## config.mk

```make
export PLATFORM = sky130hd
export DESIGN_NAME = bmf_front
export DESIGN_NICKNAME = d
export VERILOG_FILES = /design/src/hw/rtl/bmf_pkg.sv /design/src/hw/rtl/bmf_front.sv
export SDC_FILE = /design/constraint.sdc
export NUM_CORES = 1
export LEC_CHECK = 0
export ABC_CLOCK_PERIOD_IN_PS = 7290
export BUFFER_PORTS_ARGS = -buffer_cell sky130_fd_sc_hd__buf_4
export CORE_MARGIN = 4
export CORE_UTILIZATION = 30
export CTS_BUF_LIST = sky130_fd_sc_hd__clkbuf_4 sky130_fd_sc_hd__clkbuf_8
export CTS_CLUSTER_DIAMETER = 120
export CTS_CLUSTER_SIZE = 8
export DETAILED_ROUTE_END_ITERATION = 10
export MAX_ROUTING_LAYER = met4
export PLACE_DENSITY = 0.57
export SYNTH_ARGS = -nofsm -noshare
export SYNTH_HDL_FRONTEND = slang
export SYNTH_SLANG_ARGS = --single-unit
```

## constraint.sdc

```tcl
create_clock -name clk -period 7.29 [get_ports clk]
set_input_delay 1.0935 -clock clk [delete_from_list [all_inputs] [get_ports clk]]
set_output_delay 1.0935 -clock clk [all_outputs]
set_load 0.01 [all_outputs]
```

## src/hw/rtl/bmf_pkg.sv

```systemverilog
// bmf_pkg: shared constants for the box mean filter
// no dependencies
`default_nettype none
package bmf_pkg;
  localparam int CFG_DATA_W = 11;
  localparam int CFG_IDX_W  = 1;
  localparam logic [CFG_IDX_W-1:0] CFG_SIDE = 1'b0;
  localparam logic [CFG_IDX_W-1:0] CFG_HALF = 1'b1;
  localparam logic KIND_PIXEL = 1'b0;
  localparam logic KIND_DRAIN = 1'b1;
  localparam int SIDE_RESET = 1024;
  localparam int HALF_RESET = 1;
endpackage
`default_nettype wire

```

## src/hw/rtl/bmf_front.sv

```systemverilog
// bmf_front: config registers, raster tracking, line store writes, job queue
// depends on bmf_pkg
`default_nettype none
module bmf_front import bmf_pkg::*; #(
  parameter int MAX_SIDE   = 1024,
  parameter int MAX_HALF   = 7,
  parameter int PIXEL_BITS = 16,
  parameter int SIDE_W     = 11,
  parameter int HALF_W     = 3,
  parameter int COORD_W    = 10,
  parameter int POS_W      = 21,
  parameter int ADDR_W     = 14
) (
  input  wire logic                  clk,
  input  wire logic                  rst,
  input  wire logic                  cfg_we,
  input  wire logic [CFG_IDX_W-1:0]  cfg_index,
  input  wire logic [CFG_DATA_W-1:0] cfg_data,
  input  wire logic                  in_valid,
  output      logic                  in_ready,
  input  wire logic                  in_kind,
  input  wire logic [PIXEL_BITS-1:0] in_pixel,
  output      logic                  wr_en,
  output      logic [ADDR_W-1:0]     wr_addr,
  output      logic [PIXEL_BITS-1:0] wr_data,
  output      logic [SIDE_W-1:0]     side,
  output      logic [HALF_W-1:0]     half,
  output      logic                  job_valid,
  input  wire logic                  job_ready,
  output      logic [COORD_W-1:0]    job_ky,
  output      logic [COORD_W-1:0]    job_kx,
  output      logic                  job_last,
  input  wire logic                  back_busy
);
  localparam int JOB_W = 2 * COORD_W + 1;

  logic [POS_W-1:0]   pos;
  logic [POS_W-1:0]   frame;
  logic [POS_W-1:0]   lag;
  logic [COORD_W-1:0] kx;
  logic [COORD_W-1:0] ky;
  logic               hold;
  logic [JOB_W-1:0]   q [2];
  logic               wptr;
  logic               rptr;
  logic [1:0]         count;
  logic               fire;
  logic               emit;
  logic               last;
  logic               pop;
  logic [CFG_DATA_W-1:0] side_cfg;
  logic [2:0]            half_cfg;

  assign fire     = in_valid && in_ready;
  assign in_ready = !hold && (count != 2'd2);
  assign frame    = POS_W'(side) * POS_W'(side);
  assign lag      = POS_W'(half) * POS_W'(side) + POS_W'(half);
  assign emit     = pos >= lag;
  assign last     = (SIDE_W'(kx) == side - SIDE_W'(1)) && (SIDE_W'(ky) == side - SIDE_W'(1));
  assign pop      = job_valid && job_ready;
  assign wr_en    = fire && (pos < frame);
  assign wr_addr  = pos[ADDR_W-1:0];
  assign wr_data  = (in_kind == KIND_DRAIN) ? '0 : in_pixel;
  assign job_valid = count != 2'd0;
  assign {job_ky, job_kx, job_last} = q[rptr];

  always_comb begin
    side_cfg = cfg_data;
    if (side_cfg == '0) begin
      side_cfg = CFG_DATA_W'(1);
    end else if (32'(side_cfg) > MAX_SIDE) begin
      side_cfg = CFG_DATA_W'(MAX_SIDE);
    end
    half_cfg = cfg_data[2:0];
    if (32'(half_cfg) > MAX_HALF) begin
      half_cfg = 3'(MAX_HALF);
    end
  end

  always_ff @(posedge clk) begin
    if (fire && emit) begin
      q[wptr] <= {ky, kx, last};
    end
    if (rst) begin
      side  <= SIDE_W'((MAX_SIDE < SIDE_RESET) ? MAX_SIDE : SIDE_RESET);
      half  <= HALF_W'((MAX_HALF < HALF_RESET) ? MAX_HALF : HALF_RESET);
      pos   <= '0;
      kx    <= '0;
      ky    <= '0;
      hold  <= 1'b0;
      wptr  <= 1'b0;
      rptr  <= 1'b0;
      count <= '0;
    end else begin
      if (pop) begin
        rptr <= !rptr;
      end
      if (fire && emit) begin
        wptr <= !wptr;
      end
      count <= count + 2'((fire && emit) ? 1 : 0) - 2'(pop ? 1 : 0);
      if (!back_busy && count == 2'd0) begin
        hold <= 1'b0;
      end
      if (cfg_we) begin
        pos <= '0;
        kx  <= '0;
        ky  <= '0;
        unique case (cfg_index)
          CFG_SIDE: side <= SIDE_W'(side_cfg);
          CFG_HALF: half <= HALF_W'(half_cfg);
          default: ;
        endcase
      end else if (fire) begin
        if (emit && last) begin
          pos  <= '0;
          kx   <= '0;
          ky   <= '0;
          hold <= 1'b1;
        end else begin
          pos <= pos + POS_W'(1);
          if (emit) begin
            if (SIDE_W'(kx) == side - SIDE_W'(1)) begin
              kx <= '0;
              ky <= ky + COORD_W'(1);
            end else begin
              kx <= kx + COORD_W'(1);
            end
          end
        end
      end
    end
  end
endmodule
`default_nettype wire

```

==> out/results.tsv <==
metric	value	unit
status	complete, no violations	
fin nets	1475	
ANT nets after route	0	
post-synthesis cell count	1139	
register bit count reported by yosys	103	
most frequent cells in the layout	buf_4, inv_1, ha_1	
Final Power	1.38	mW
Remaining DRCs	0	
CTS max path bufs	2	
Multi-input gate area	7220	sq um
HP Class	register to register	
final setup fails	0	
Rel. slew slack	37.2	%
post-place setup slack	101	ps
chip height	193	microns
Rows	67	
Fin Clk Skew	24.4	ps
CP Launch Type	register	
first-pass GRT wire length	41.8	mm
fill count	3476	
antenna violations before repair	0	
DR iter-0 viols	362	
Ports	103	
placed cell count	1665	
Crit. Startpoint	side[4]	
CTS Sinks	103	
Finished Cell Area	12300	sq um
Hold Path End	wptr	
gr usage total	13.9	%
Slew @ Worst Pin	941	ps
diodes inserted	0	
Vias/cell	4.74	
drt pass-1 iters	4	
Post-synth top flop	dfxtp_1	
sequential share of the synthesized area	24.1	%
Worst EP arrival	6080	ps
core area	33700	sq um
Max Cap Viol	0	
Async SR Flop Fraction	0	%
Power per Cell Area	112	nW/um^2
Hold-fix buffers, CTS	0	
syn avg cell area	9.06	sq um
Max VDD drop	0.000102	V
Area Growth Syn to Fin	19.3	%
Max Fclk	139	MHz
Final Cycle Share	98.4	%
Synth cell types	71	
H-tree depth	3	
setup ws final	118	ps
largest net degree at the start of global routing	28	
Inserted Clock Buffers	9	
GP Congestion	0.841	
worst reg2reg startpoint	side[0]	
total routed wirelength	25.2	mm
final setup TNS	0	ps
Syn Nets	1367	
CTS Root Cell	clkbuf_8	
Cell Count, Final, Fillers Out	1700	
unrepaired setup endpoints after global routing	yes	
Synth Warn #	0	
crit end category	primary output	
wire length per cell	14.8	microns
hold_sp	wptr	
layout cells sized above 1	22.4	%
Final min period	7170	ps
worst skew pair latency	400	ps
Die ar.	37400	sq um
grt ovf	0	
vias in the first global route	8185	
port bufs	102	
R2R setup slack	850	ps
R2R depth	24	
DP Area	11600	sq um
Die Width	193	microns
Final Max Slew Viols	0	
Worst Hold Margin	523	ps
CP required	6200	ps
LEAKAGE	5.64	nW
Final Util	36.5	%
mapped cell area	10300	sq um
EDFF count, synth	42	
FF+latch area	2520	sq um
RR Endpoint	pos[18]	
Max FO, Critical Path	4	
CTS tree	yes	
hpwl dp	20.0	mm
commonest non-fill, non-tap cell in the layout	buf_4	
clock-pin slew on the worst setup and hold paths	120	ps
Initial Utilization	30.6	%
worst hold path depth	2	
via count	8055	
WS Path Type	register to primary output	
final hold vios	0	
[worst max path at each step]
stage            end  cells after the start
2_1_floorplan  wr_en                     26
3_3_place_gp   wr_en                     25
4_1_cts        wr_en                     23
3_5_place_dp   wr_en                     24
5_1_grt        wr_en                     26
6_report       wr_en                     24
[logic make-up after synthesis]
family	count (synthesis)	share of synthesized area, %
multiplexers	23	2.51
AND/OR/NAND/NOR	378	18.6
XOR/XNOR	93	8.29
buffers and inverters	210	8.52
flip-flops	103	24.1
adder cells (fa/ha/maj)	193	28.9
AO/OA/AOI/OAI	139	9.13
[critical path, stage by stage, from the launching register on]
cell,delay [ps]
dfxtp_4,420
clkinvlp_4,150
fa_1,550
inv_1,50
fa_1,530
ha_4,220
fa_1,530
inv_1,50
fa_1,540
inv_1,70
ha_4,260
o21a_1,110
o21ai_2,120
a21oi_2,70
o41ai_4,370
o21ai_1,120
a21oi_1,180
xor2_1,170
ha_1,260
and4_4,200
a211oi_2,180
nand2_1,100
a41oi_2,170
o211a_1,180
buf_6,100
[layout make-up]
type | instances | share of cell area [%]
Tap cell | 448 | 4.55
Clock buffer | 9 | 1.01
Sequential cell | 103 | 20.4
Multi-Input combinational cell | 826 | 58.7
Timing Repair Buffer | 156 | 9.89
Clock inverter | 7 | 0.762
Inverter | 151 | 4.66
[routing by layer]
| metal | vias to the layer above | global-route usage [%] | routed length [microns] |
|---|---|---|---|
| met4 | 0 | 4.07 | 632 |
| met3 | 32 | 2.12 | 968 |
| li1 | 3981 | - | - |
| met1 | 3891 | 17.2 | 11400 |
| met2 | 151 | 23.4 | 12300 |
| met5 | - | - | 0 |
[state kept, by name (all words and copies together), names as in the netlist, named ones only]
signal and flops:
q 42, pos 21, side 11, kx 10, ky 10, half 3, count 2, hold 1
rptr 1, wptr 1
[cells in the mapped netlist, types with 5 or more instances]
cell	instances	share of area, %
nor3b_1	7	0.51
a31oi_1	5	0.30
mux2_2	23	2.5
buf_2	6	0.29
a21oi_1	41	2.0
inv_1	151	5.5
and2_1	41	2.5
edfxtp_1	42	12
a211oi_1	6	0.44
o21ai_0	27	1.3
ha_1	118	14
or4_1	5	0.36
clkbuf_1	32	1.2
and3_1	15	0.91
nor3_1	16	0.78
nand2b_1	8	0.48
nor4_1	7	0.42
fa_1	75	15
nand2_1	94	3.4
nor2b_1	25	1.5
xnor2_1	44	3.7
nand3_1	27	1.3
buf_4	16	1.2
nor2_1	93	3.4
a21o_1	16	1.2
dfxtp_1	61	12
nand4_1	18	1.1
xor2_1	46	3.9
[power breakdown]
part	total [mW]	switching, mW	internal (mW)
logic	0.340	0.171	0.170
registers	0.631	0.0218	0.609
clock network	0.408	0.239	0.169
[repair_timing]
item / 4_1_cts / 5_1_grt
buffers inserted: 11 / 8
cloned: 0 / 0
endpoints found under the setup margin: 1 / 1
pin swaps: 28 / 49
resized for setup: 43 / 57
endpoints found under the hold margin: 0 / 0
Power figures use the tool's default switching activity.
