## src/hw/rtl/bmf_pkg.sv

```systemverilog
// bmf_pkg: shared constants for the box mean filter
// no dependencies
`default_nettype none
package bmf_pkg;
  localparam int CFG_DATA_W = 11;
  localparam int CFG_IDX_W  = 1;
  localparam logic [CFG_IDX_W-1:0] CFG_SIDE = 1'b0;
  localparam logic [CFG_IDX_W-1:0] CFG_HALF = 1'b1;
  localparam logic KIND_PIXEL = 1'b0;
  localparam logic KIND_DRAIN = 1'b1;
  localparam int SIDE_RESET = 1024;
  localparam int HALF_RESET = 1;
endpackage
`default_nettype wire

```

## src/hw/rtl/bmf_back.sv

```systemverilog
// bmf_back: window scan over the line store, serial divide, output register
// depends on bmf_pkg
`default_nettype none
module bmf_back import bmf_pkg::*; #(
  parameter int MAX_HALF   = 7,
  parameter int PIXEL_BITS = 16,
  parameter int SIDE_W     = 11,
  parameter int HALF_W     = 3,
  parameter int COORD_W    = 10,
  parameter int POS_W      = 21,
  parameter int ADDR_W     = 14
) (
  input  wire logic                  clk,
  input  wire logic                  rst,
  input  wire logic [SIDE_W-1:0]     side,
  input  wire logic [HALF_W-1:0]     half,
  input  wire logic                  job_valid,
  output      logic                  job_ready,
  input  wire logic [COORD_W-1:0]    job_ky,
  input  wire logic [COORD_W-1:0]    job_kx,
  input  wire logic                  job_last,
  output      logic                  busy,
  output      logic [ADDR_W-1:0]     rd_addr,
  input  wire logic [PIXEL_BITS-1:0] rd_data,
  output      logic                  out_valid,
  input  wire logic                  out_ready,
  output      logic [PIXEL_BITS-1:0] out_data,
  output      logic                  out_last
);
  localparam int CELLS  = (2 * MAX_HALF + 1) * (2 * MAX_HALF + 1);
  localparam int CNT_W  = $clog2(CELLS + 1);
  localparam int SUM_W  = PIXEL_BITS + CNT_W;
  localparam int STEP_W = $clog2(SUM_W + 1);
  localparam int CW     = COORD_W + HALF_W + 2;

  localparam logic [2:0] S_IDLE  = 3'd0;
  localparam logic [2:0] S_SCAN  = 3'd1;
  localparam logic [2:0] S_FLUSH = 3'd2;
  localparam logic [2:0] S_DIV   = 3'd3;
  localparam logic [2:0] S_DONE  = 3'd4;

  logic [2:0]          state;
  logic [COORD_W-1:0]  ky;
  logic [COORD_W-1:0]  kx;
  logic                last;
  logic signed [CW-1:0] dy;
  logic signed [CW-1:0] dx;
  logic [SUM_W-1:0]    sum;
  logic [CNT_W-1:0]    cells;
  logic [CNT_W:0]      rem;
  logic [STEP_W-1:0]   step;
  logic                pend;
  logic signed [CW-1:0] yy;
  logic signed [CW-1:0] xx;
  logic signed [CW-1:0] hs;
  logic signed [CW-1:0] ss;
  logic                in_img;
  logic [POS_W-1:0]    lin;
  logic [CNT_W+1:0]    rem_sh;
  logic                fits;

  assign hs = $signed(CW'(half));
  assign ss = $signed(CW'(side));
  assign yy = $signed(CW'(ky)) + dy;
  assign xx = $signed(CW'(kx)) + dx;
  assign in_img = (yy >= 0) && (xx >= 0) && (yy < ss) && (xx < ss);
  assign lin = POS_W'(yy[COORD_W-1:0]) * POS_W'(side) + POS_W'(xx[COORD_W-1:0]);
  assign rd_addr = lin[ADDR_W-1:0];
  assign job_ready = state == S_IDLE;
  assign busy = state != S_IDLE;
  assign rem_sh = {rem, sum[SUM_W-1]};
  assign fits = rem_sh >= (CNT_W + 2)'(cells);

  always_ff @(posedge clk) begin
    if (pend) begin
      sum <= sum + SUM_W'(rd_data);
    end
    unique case (state)
      S_IDLE: begin
        ky    <= job_ky;
        kx    <= job_kx;
        last  <= job_last;
        dy    <= -hs;
        dx    <= -hs;
        sum   <= '0;
        cells <= '0;
      end
      S_SCAN: begin
        if (in_img) begin
          cells <= cells + CNT_W'(1);
        end
        if (dx == hs) begin
          dx <= -hs;
          dy <= dy + CW'(1);
        end else begin
          dx <= dx + CW'(1);
        end
      end
      S_FLUSH: begin
        rem  <= '0;
        step <= '0;
      end
      S_DIV: begin
        rem  <= fits ? (CNT_W + 1)'(rem_sh - (CNT_W + 2)'(cells)) : rem_sh[CNT_W:0];
        sum  <= {sum[SUM_W-2:0], fits};
        step <= step + STEP_W'(1);
      end
      S_DONE: ;
      default: ;
    endcase
    if (state == S_DONE && (!out_valid || out_ready)) begin
      out_data <= sum[PIXEL_BITS-1:0];
      out_last <= last;
    end
    if (rst) begin
      state     <= S_IDLE;
      pend      <= 1'b0;
      out_valid <= 1'b0;
    end else begin
      pend <= (state == S_SCAN) && in_img;
      if (out_valid && out_ready) begin
        out_valid <= 1'b0;
      end
      unique case (state)
        S_IDLE:  if (job_valid) state <= S_SCAN;
        S_SCAN:  if (dx == hs && dy == hs) state <= S_FLUSH;
        S_FLUSH: state <= S_DIV;
        S_DIV:   if (step == STEP_W'(SUM_W - 1)) state <= S_DONE;
        S_DONE: begin
          if (!out_valid || out_ready) begin
            out_valid <= 1'b1;
            state     <= S_IDLE;
          end
        end
        default: state <= S_IDLE;
      endcase
    end
  end
endmodule
`default_nettype wire

```

## config.mk

```make
export PLATFORM = sky130hd
export DESIGN_NAME = bmf_back
export DESIGN_NICKNAME = d
export VERILOG_FILES = /design/src/hw/rtl/bmf_pkg.sv /design/src/hw/rtl/bmf_back.sv
export SDC_FILE = /design/constraint.sdc
export NUM_CORES = 1
export LEC_CHECK = 0
export BUFFER_PORTS_ARGS = -buffer_cell sky130_fd_sc_hd__buf_2
export CAP_MARGIN = 20
export CELL_PAD_IN_SITES_DETAIL_PLACEMENT = 0
export CELL_PAD_IN_SITES_GLOBAL_PLACEMENT = 2
export CORE_ASPECT_RATIO = 1.2
export CORE_UTILIZATION = 36
export DETAILED_ROUTE_END_ITERATION = 8
export GPL_TIMING_DRIVEN = 1
export PLACE_DENSITY = 0.8
export SYNTH_ARGS = -nofsm -noshare
export SYNTH_HDL_FRONTEND = slang
export SYNTH_SLANG_ARGS = --single-unit
```

## constraint.sdc

```tcl
create_clock -name clk -period 6.4 [get_ports clk]
set_input_delay 0.96 -clock clk [delete_from_list [all_inputs] [get_ports clk]]
set_output_delay 0.96 -clock clk [all_outputs]
set_load 0.02 [all_outputs]
```

==> reports/summary.txt <==
R2r setup slk: 0.90 ns
Max Cap Violations: 0
Fin crit period: 7.09 ns
Routability congestion estimate: 0.807
#FFs+latches synth: 119
Fraction of layout cells with a size suffix above 1: 24.3%
Area Growth Syn to Fin: 25.7%
R2R Path Start: dx[0]
Critical Path AT: 6.13 ns
Total gr overflow: 0
Total Routing Usage GR: 18.0%
Outcome: complete, but fails checks
Die H: 194 µm
Largest net degree at the start of global routing: 25
FF-to-FF path depth: 19
Ys Warns: 0
Starting density of the core: 37.0%
Top_reg_cell synth: edfxtp_1
Final setup violation count: 7
Mapped Nets: 1378
Cts bufs inserted: 17
Worst hold path class: register to register
DR iter-0 viols: 320
Final Slew Violations: 0
DRC Markers: 0
Hpwl dp: 21300 µm
Clk pin slew, worst setup/hold paths: 0.06 ns
FF-to-FF End: cells[1]
Clock Root Buffer: clkbuf_16
Total number of vias: 8677
Clock Sinks: 119
DP Worst Slack: -0.427 ns
Skew-Pair Late Insertion Delay: 0.42 ns
Vias/cell: 4.99
Syn Area/Cell: 9.64 µm²
Post-synthesis async set-or-reset flop share: 0%
Routed len/inst: 15.5 µm
Die ar.: 31400 µm²
Slew HR: 43.0%
Clock Skew: 0.0111 ns
DRT Pass-1 Iters: 4
FMAX: 141 MHz
Synth top area share: 31.0%
Vias in the first global route: 9137
Setup TNS: -2.99 ns
Initial antenna violation count: 3
Register area share after synthesis: 31.9%
Peak fanout along the critical path: 5
Worst setup margin: -0.690 ns
Routed WL: 26900 µm
Critical Path End: rd_addr[13]
I/O Pins: 89
WS Path Type: register to primary output
CTS tree: done
Failing checks: negative setup slack
Netlist cell types: 72
H-tree depth: 4
Crit path launch type: register
Worst setup path startpoint: dy[1]
Synth area leader: edfxtp_1
Largest cells by area after synthesis: edfxtp_1, ha_1, fa_1, inv_1, xnor2_1
Max Buffers Root-to-Sink: 2
Required time of the critical path: 5.44 ns
First-pass GRT wire length: 45100 µm
Post-synth EDFFs: 114
Worst Setup End Kind: primary output
Unrepaired setup endpoints after global routing: true
Core Area: 29900 µm²
Post-DRT Antenna Nets: 0
Die width: 162 µm
Nets: 1566
Synthesized cell area: 11100 µm²
IO buf count: 88
Tcrit/Tclk final: 111%
Rows: 69
Slew @ Worst Pin: 0.850 ns
Diode count: 0
Hold Vio Cnt, Final: 0
Mapped Cells: 1147
[cell usage in the layout, fill, tap and decap left out, types with 28 or more instances in the layout]
master,synthesis,layout
inv_1,147,136
edfxtp_1,114,114
nand2_1,111,106
buf_4,0,104
ha_1,111,95
buf_2,9,81
nor2_1,70,66
a21oi_1,68,63
fa_1,65,59
xnor2_1,59,54
and2_1,39,33
nand3_1,31,29
xor2_1,29,28
[flip-flops by register name, indices dropped and copies added (netlist names)]
| register | cells |
|---|---|
| cells | 8 |
| kx | 10 |
| rem | 9 |
| out_last | 1 |
| state | 3 |
| out_valid | 1 |
| dx | 15 |
| ky | 10 |
| last | 1 |
| dy | 15 |
| pend | 1 |
| out_data | 16 |
| sum | 24 |
| step | 5 |
[cell usage after synthesis, types with 6 or more instances]
library cell	n
a211oi_1	7
a21o_1	16
a21oi_1	68
a22o_1	13
a31oi_1	6
and2_1	39
and3_1	12
buf_2	9
clkbuf_1	20
edfxtp_1	114
fa_1	65
ha_1	111
inv_1	147
nand2_1	111
nand3_1	31
nand4_1	21
nor2_1	70
nor2b_1	17
nor3_1	21
nor4_1	7
o211ai_1	7
o21a_1	9
o21ai_0	25
o21bai_1	6
o31ai_1	8
or3_1	9
xnor2_1	59
xor2_1	29
[worst max-delay path: stages (launching register included)]
cell and delay, ns:
edfxtp_1 0.42, buf_6 0.15, fa_2 0.42, nand3_4 0.09, a21boi_4 0.07, o21ai_4 0.19, nor2b_4 0.23, xnor2_4 0.13
ha_2 0.21, fa_1 0.49, inv_2 0.04, fa_1 0.44, fa_1 0.49, inv_1 0.05, fa_1 0.48, ha_4 0.19
xnor2_2 0.13, xnor2_1 0.20, xnor2_1 0.17, xnor2_1 0.17, xnor2_1 0.15, xnor3_1 0.25, xnor3_2 0.28, xnor2_2 0.15
buf_4 0.15
[stage by stage]
stage	util, %	area [µm²]	cells	hold WS (ns)
6_report	46.5	13900	1738	0.446
5_1_grt	46.5	13900	1738	0.459
4_1_cts	45.4	13600	1724	0.455
3_5_place_dp	42.5	12700	1680	0.442
3_3_place_gp	42.5	12700	1679	0.404
2_1_floorplan	-	11300	1147	0.400
[per-layer routing]
layer	GRT usage, %	part of all wire (%)	wire length, µm
met1	20.4	42	11200
met2	33.8	54	14700
met3	2.52	2.2	595
met4	6.08	1.7	466
met5	0	0.15	40
[cell families (layout without fill, tap and decap cells)]
group                      after synthesis  in the layout  synth area share, %
buffers and inverters                  181            382                 6.39
DFF                                    119            119                 31.9
xor gates and xnor gates                91             91                 7.53
AOI/OAI and AO/OA                      205            205                 12.4
adders and majority gates              176            176                 24.3
muxes                                    7              7                0.657
and+or+nand+nor                        368            368                 16.8
[how the worst min path moves through the flow]
stage | start | endpoint | cells past startpoint | slack [ns]
6_report | last | out_last | 0 | 0.45
4_1_cts | last | out_last | 0 | 0.45
5_1_grt | last | out_last | 0 | 0.46
3_5_place_dp | last | out_last | 0 | 0.44
2_1_floorplan | last | out_last | 0 | 0.40
3_3_place_gp | last | out_last | 0 | 0.40
[area by class of cell]
type / count / area [µm²]
clock inverters: 14 / 199
flip-flops and latches: 119 / 3520
repair buffers: 202 / 1400
clock buffers: 18 / 429
well taps: 390 / 488
inverters: 148 / 556
fillers: 2927 / 16000
multi-input cells: 847 / 7300
[timing repair]
action,CTS,global route
buffers inserted,12,13
pin swaps,40,48
endpoints found under the hold margin,0,0
endpoints found under the setup margin,8,8
resized for setup,30,53
hold buffers,0,0
Power is not shown: default switching activity piles up to over one toggle a cycle in this logic, so the estimate is an artifact.
